**src/rtl/sdpl_pkg.sv**
```systemverilog
// Shared types, constants and helpers for the stereo delay peak limiter.
// No dependencies; every rtl module imports this package.
`default_nettype none

package sdpl_pkg;

	localparam int SAMPLE_W   = 16;
	localparam int GAIN_W     = 25;
	localparam int COEFF_W    = 24;
	localparam int THR_W      = 15;
	localparam int VOL_W      = 16;
	localparam int DELAY_W    = 11;
	localparam int CFG_IDX_W  = 3;
	localparam int CFG_DATA_W = 24;
	localparam int DIV_STEPS  = 24;
	localparam int DELAY_DEPTH_DEF = 2048;

	localparam logic [GAIN_W-1:0]  UNITY_GAIN  = 25'd16777216;
	localparam logic [VOL_W-1:0]   VOLUME_RST  = 16'd26214;
	localparam logic [DELAY_W-1:0] DELAY_RST   = 11'd0;
	localparam logic [THR_W-1:0]   THR_RST     = 15'd32112;
	localparam logic [COEFF_W-1:0] ATTACK_RST  = 24'd16401076;
	localparam logic [COEFF_W-1:0] RELEASE_RST = 24'd16773412;

	localparam logic [CFG_IDX_W-1:0] REG_VOLUME    = 3'd0;
	localparam logic [CFG_IDX_W-1:0] REG_DELAY     = 3'd1;
	localparam logic [CFG_IDX_W-1:0] REG_THRESHOLD = 3'd2;
	localparam logic [CFG_IDX_W-1:0] REG_ATTACK    = 3'd3;
	localparam logic [CFG_IDX_W-1:0] REG_RELEASE   = 3'd4;

	typedef struct packed {
		logic scale;
		logic write;
		logic read;
		logic rd_ok;
		logic outmul;
	} lane_ctl_t;

	// Magnitude of a 16-bit signed sample, 0..32768.
	function automatic logic [16:0] mag16(input logic signed [15:0] x);
		logic signed [16:0] e;
		e = {x[15], x};
		return x[15] ? 17'(-e) : 17'(e);
	endfunction

	// Apply sign to a truncated magnitude and clamp to 16 bits.
	function automatic logic signed [15:0] sat_mag(input logic neg, input logic [17:0] mag);
		logic signed [15:0] r;
		if (neg) begin
			if (mag > 18'd32768) r = 16'sh8000;
			else r = 16'(~mag[15:0] + 16'd1);
		end else begin
			if (mag > 18'd32767) r = 16'sh7fff;
			else r = 16'(mag[15:0]);
		end
		return r;
	endfunction

endpackage

`default_nettype wire

```
**src/rtl/sdpl_gain.sv**
```systemverilog
// Merge stage: shared peak detect, serial threshold/peak divider and gain smoothing.
// Depends on sdpl_pkg; fed with the delayed samples of both lanes.
`default_nettype none

module sdpl_gain (
	input  wire                 clk,
	input  wire                 arst_n,
	input  wire                 start,
	input  wire  signed [15:0]  left,
	input  wire  signed [15:0]  right,
	input  wire         [14:0]  threshold,
	input  wire         [23:0]  attack,
	input  wire         [23:0]  release_c,
	output logic        [24:0]  gain,
	output logic                done
);
	import sdpl_pkg::*;

	localparam logic [2:0] G_IDLE = 3'd0;
	localparam logic [2:0] G_CMP  = 3'd1;
	localparam logic [2:0] G_DIV  = 3'd2;
	localparam logic [2:0] G_SEL  = 3'd3;
	localparam logic [2:0] G_MLO  = 3'd4;
	localparam logic [2:0] G_MHI  = 3'd5;
	localparam logic [2:0] G_UPD  = 3'd6;

	logic [2:0]  state_q;
	logic [4:0]  cnt_q;
	logic [15:0] peak_q;
	logic [14:0] rem_q;
	logic [23:0] quo_q;
	logic [24:0] desired_q;
	logic [24:0] gain_q;
	logic [24:0] diff_q;
	logic [23:0] coeff_q;
	logic        falling_q;
	logic [35:0] plo_q;
	logic [36:0] phi_q;
	logic        done_q;

	logic [16:0] lmag, rmag;
	logic [15:0] trial;
	logic        fit;
	logic        falling;
	logic [48:0] prod_sum;
	logic [24:0] step;

	always_comb begin
		lmag     = mag16(left);
		rmag     = mag16(right);
		trial    = {rem_q, 1'b0};
		fit      = trial >= peak_q;
		falling  = desired_q < gain_q;
		prod_sum = {phi_q, 12'd0} + 49'(plo_q);
		step     = prod_sum[48:24];
	end

	always_ff @(posedge clk) begin
		case (state_q)
			G_IDLE: begin
				if (start) peak_q <= (lmag > rmag) ? lmag[15:0] : rmag[15:0];
			end
			G_CMP: begin
				rem_q     <= threshold;
				quo_q     <= '0;
				desired_q <= UNITY_GAIN;
			end
			G_DIV: begin
				rem_q <= fit ? 15'(trial - peak_q) : trial[14:0];
				quo_q <= {quo_q[22:0], fit};
				if (cnt_q == 5'(DIV_STEPS - 1)) desired_q <= {1'b0, quo_q[22:0], fit};
			end
			G_SEL: begin
				falling_q <= falling;
				coeff_q   <= falling ? attack : release_c;
				diff_q    <= falling ? gain_q - desired_q : desired_q - gain_q;
			end
			G_MLO: plo_q <= 36'(coeff_q) * 36'(diff_q[11:0]);
			G_MHI: phi_q <= 37'(coeff_q) * 37'(diff_q[24:12]);
			default: ;
		endcase
	end

	always_ff @(posedge clk or negedge arst_n) begin
		if (!arst_n) begin
			state_q <= G_IDLE;
			cnt_q   <= '0;
			gain_q  <= UNITY_GAIN;
			done_q  <= 1'b0;
		end else begin
			done_q <= (state_q == G_UPD);
			case (state_q)
				G_IDLE: if (start) state_q <= G_CMP;
				G_CMP: begin
					cnt_q   <= '0;
					state_q <= (peak_q > {1'b0, threshold}) ? G_DIV : G_SEL;
				end
				G_DIV: begin
					cnt_q <= cnt_q + 5'd1;
					if (cnt_q == 5'(DIV_STEPS - 1)) state_q <= G_SEL;
				end
				G_SEL: state_q <= G_MLO;
				G_MLO: state_q <= G_MHI;
				G_MHI: state_q <= G_UPD;
				G_UPD: begin
					// step is truncated toward the target
					gain_q  <= falling_q ? desired_q + step : desired_q - step;
					state_q <= G_IDLE;
				end
				default: state_q <= G_IDLE;
			endcase
		end
	end

	assign gain = gain_q;
	assign done = done_q;

`ifndef SYNTHESIS
	a_gain_range: assert property (@(posedge clk) disable iff (!arst_n)
		gain_q <= UNITY_GAIN) else $error("limiter gain above unity");
	a_rem_below_peak: assert property (@(posedge clk) disable iff (!arst_n)
		state_q == G_DIV |-> rem_q < peak_q) else $error("divider remainder overflow");
	a_done_after_upd: assert property (@(posedge clk) disable iff (!arst_n)
		done_q |-> $past(state_q) == G_UPD) else $error("done without gain update");
`endif

endmodule

`default_nettype wire

```
**config.mk**
```make
export PLATFORM = sky130hd
export DESIGN_NAME = sdpl_gain
export DESIGN_NICKNAME = d
export VERILOG_FILES = /design/src/rtl/sdpl_pkg.sv /design/src/rtl/sdpl_gain.sv
export SDC_FILE = /design/constraint.sdc
export NUM_CORES = 2
export LEC_CHECK = 0
export ABC_AREA = 0
export BUFFER_PORTS_ARGS = -buffer_cell sky130_fd_sc_hd__buf_2
export CAP_MARGIN = 10
export CORE_ASPECT_RATIO = 0.5
export CORE_UTILIZATION = 50
export DETAILED_ROUTE_END_ITERATION = 8
export PLACE_DENSITY_LB_ADDON = 0.2
export SLEW_MARGIN = 5
export SYNTH_ARGS = -nofsm -noshare
export SYNTH_HDL_FRONTEND = slang
export SYNTH_SLANG_ARGS = --single-unit
export TNS_END_PERCENT = 10
```
**constraint.sdc**
```tcl
create_clock -name clk -period 12.7 [get_ports clk]
set_clock_uncertainty 0.1 [all_clocks]
set_input_delay 1.27 -clock clk [delete_from_list [all_inputs] [get_ports clk]]
set_output_delay 1.27 -clock clk [all_outputs]
set_load 0.005 [all_outputs]
```
==> results.txt <==
hold path depth: 1
# hold bufs at CTS: 0
DRT antenna net count: 0
Slew HR: 0.2605
grt ovf: 0
Hold WS: 0.4324 ns
endpoint type of the worst setup path: flip-flop
Critical Path RT: 12.93 ns
outcome: complete, no violations
Post-CTS Setup Bufs: 0
post-synthesis instance area: 33,430 um^2
GRT Resource Usage Total: 0.2424
Max Buffers Root-to-Sink: 3
first-pass GRT wire length: 131,600 um
Clk pin slew, worst setup/hold paths: 0.07 ns
largest net degree at the start of global routing: 65
Primary FF master, synth: edfxtp_1
clock buffer count from CTS: 26
setup TNS: 0 ns
Port Buf Inserts: 123
Sink Count: 224
Syn. warnings: 0
RePlAce Congestion: 0.9015
CTS Root Cell: clkbuf_16
io pins: 124
H-Tree Depth: 1
Min-Delay Path Class: flip-flop to flip-flop
area share of the largest cell type after synthesis: 0.2785
Slew Limit Fails: 0
flops & latches, synth: 224
first-pass iteration count of the detailed router: 5
Initial DRC Count: 1,671
total routed wirelength: 80,150 um
Yosys top cell by area: fa_1
Async SR Flop Fraction: 0.1518
Seq/Total Area, Yosys: 0.1962
DR vias/cell: 5.444
# DRC: 0
post_cts resized: 0
initial antenna violation count: 0
# rows: 66
Placed Cells incl. Taps: 4,535
clk_lat worst skew: 0.60 ns
RSZ-0062 raised after global routing: no
Critical Path Source Type: flip-flop
pin slew with the least headroom to its limit: 1.109 ns
Initial Util: 0.5098
Max Clk Rate: 0.1294 GHz
CP arrival: 7.96 ns
Post-Synthesis Cells: 3,641
post-DP HPWL: 64,030 um
share of cells above drive strength 1: 0.07002
final net count: 4,544
vias in the first global route: 25,503
core area: 65,570 um^2
CTS tree: done
Layout area overhead: 6.958%
top-count cell post-synth: inv_1
post-route cell area: 35,750 um^2
final hold violations: 0
Cell variety after synth: 90
ant diodes: 0
Die H: 184.8 um
fin cells: 4,583
Final Setup Violations: 0
Final Cycle Share: 0.6086
kind of critical path: flip-flop to flip-flop
Critical Path Fanout Max: 25
Area contributors post-synth: fa_1 (28%), edfxtp_1 (17%), ha_1 (11%), inv_1 (7.3%), nand2_1 (6.1%)
die area: 67,950 um^2
Tmin final: 7.730 ns
number of enable flip-flop cells after synthesis: 190
syn_area_per_cell: 9.181 um^2
Max-Cap Viols: 0
placed inst area: 34,880 um^2
synth cell count leaders: inv_1 (647), nand2_1 (543), fa_1 (465)
Reg2Reg Depth: 21
average routed wire per standard cell: 17.49 um
vias: 24,952
syn nets: 4,506
width of the die: 367.7 um
cells in the final DEF, fill, tap and decap left out, drive strengths merged, types with 40 or more instances in the layout:
cell type	Yosys	final
a21o	66	66
a21oi	133	133
and2	215	215
and3	40	40
buf	10	159
edfxtp	190	190
fa	465	465
ha	302	302
inv	647	647
nand2	543	543
nor2	110	110
o21ai	123	123
xnor2	99	99
xor2	68	68
worst max-delay path, stage by stage (launching register included):
cell and delay [ns]:
edfxtp_1 1.02, nand2_1 0.17, fa_1 0.54, inv_1 0.04
fa_1 0.46, fa_1 0.51, inv_1 0.05, fa_1 0.48
fa_1 0.49, inv_1 0.04, ha_1 0.31, o21ai_0 0.38
o211ai_1 0.20, a221oi_1 0.67, a31oi_1 0.33, a21oi_1 0.29
o21a_1 0.22, o21ai_0 0.18, or4_1 0.47, a31o_2 0.25
a21oi_1 0.16, xnor2_1 0.08
registers in the layout, summed over array words and instances (netlist names), 3 cells and up:
name       cells
peak_q        16
state_q        3
diff_q        25
phi_q         37
cnt_q          5
rem_q         15
quo_q         23
desired_q     25
gain          25
coeff_q       24
plo_q         24
final timing paths:
check	end	startpoint	slack [ns]
setup / recovery	phi_q[36]	coeff_q[6]	4.97
hold / removal	cnt_q[0]	cnt_q[0]	0.43
setup reg to reg	phi_q[36]	coeff_q[6]	4.97
hold reg to reg	cnt_q[0]	cnt_q[0]	0.43
max in group asynchronous	state_q[1]	arst_n	11.26
min in group asynchronous	gain[23]	arst_n	0.67
through the flow:
step	setup slack, ns	util
global placement	5.207	0.5319
detailed placement	5.056	0.5319
finish	4.970	0.5453
global route	4.375	0.5453
CTS	4.994	0.5453
floorplan	6.141	-
layout make-up:
cell class,count,area [um^2]
Tap cell,884,1106
Sequential cell,224,6558
Clock inverter,14,152.6
Timing Repair Buffer,159,885.9
Inverter,648,2432
Multi-Input combinational cell,2620,23900
Fill cell,6070,29810
Clock buffer,34,721.9
routing by layer:
metal / global-route usage / up-vias / wire length [um]
met5: 0 / - / 0
met4: 0.05817 / 0 / 1900
met3: 0.03761 / 120 / 4332
met2: 0.4255 / 619 / 39050
met1: 0.3153 / 12479 / 34870
li1: - / 11734 / -
logic make-up (layout without fill, tap and decap cells):
group / after synthesis / in the layout / synth area share
and+or+nand+nor: 1104 / 1104 / 0.1574
buffers and inverters: 797 / 855 / 0.08998
adders and majority gates: 767 / 767 / 0.3915
AOI/OAI and AO/OA: 509 / 509 / 0.09796
DFF: 224 / 224 / 0.1962
xor gates and xnor gates: 168 / 168 / 0.04443
muxes: 70 / 70 / 0.02231
other: 2 / 2 / 0.0002247
Power is left out: the tool's default activity adds up to more than one toggle a clock period on the data nets, which glitch-free logic cannot reach.
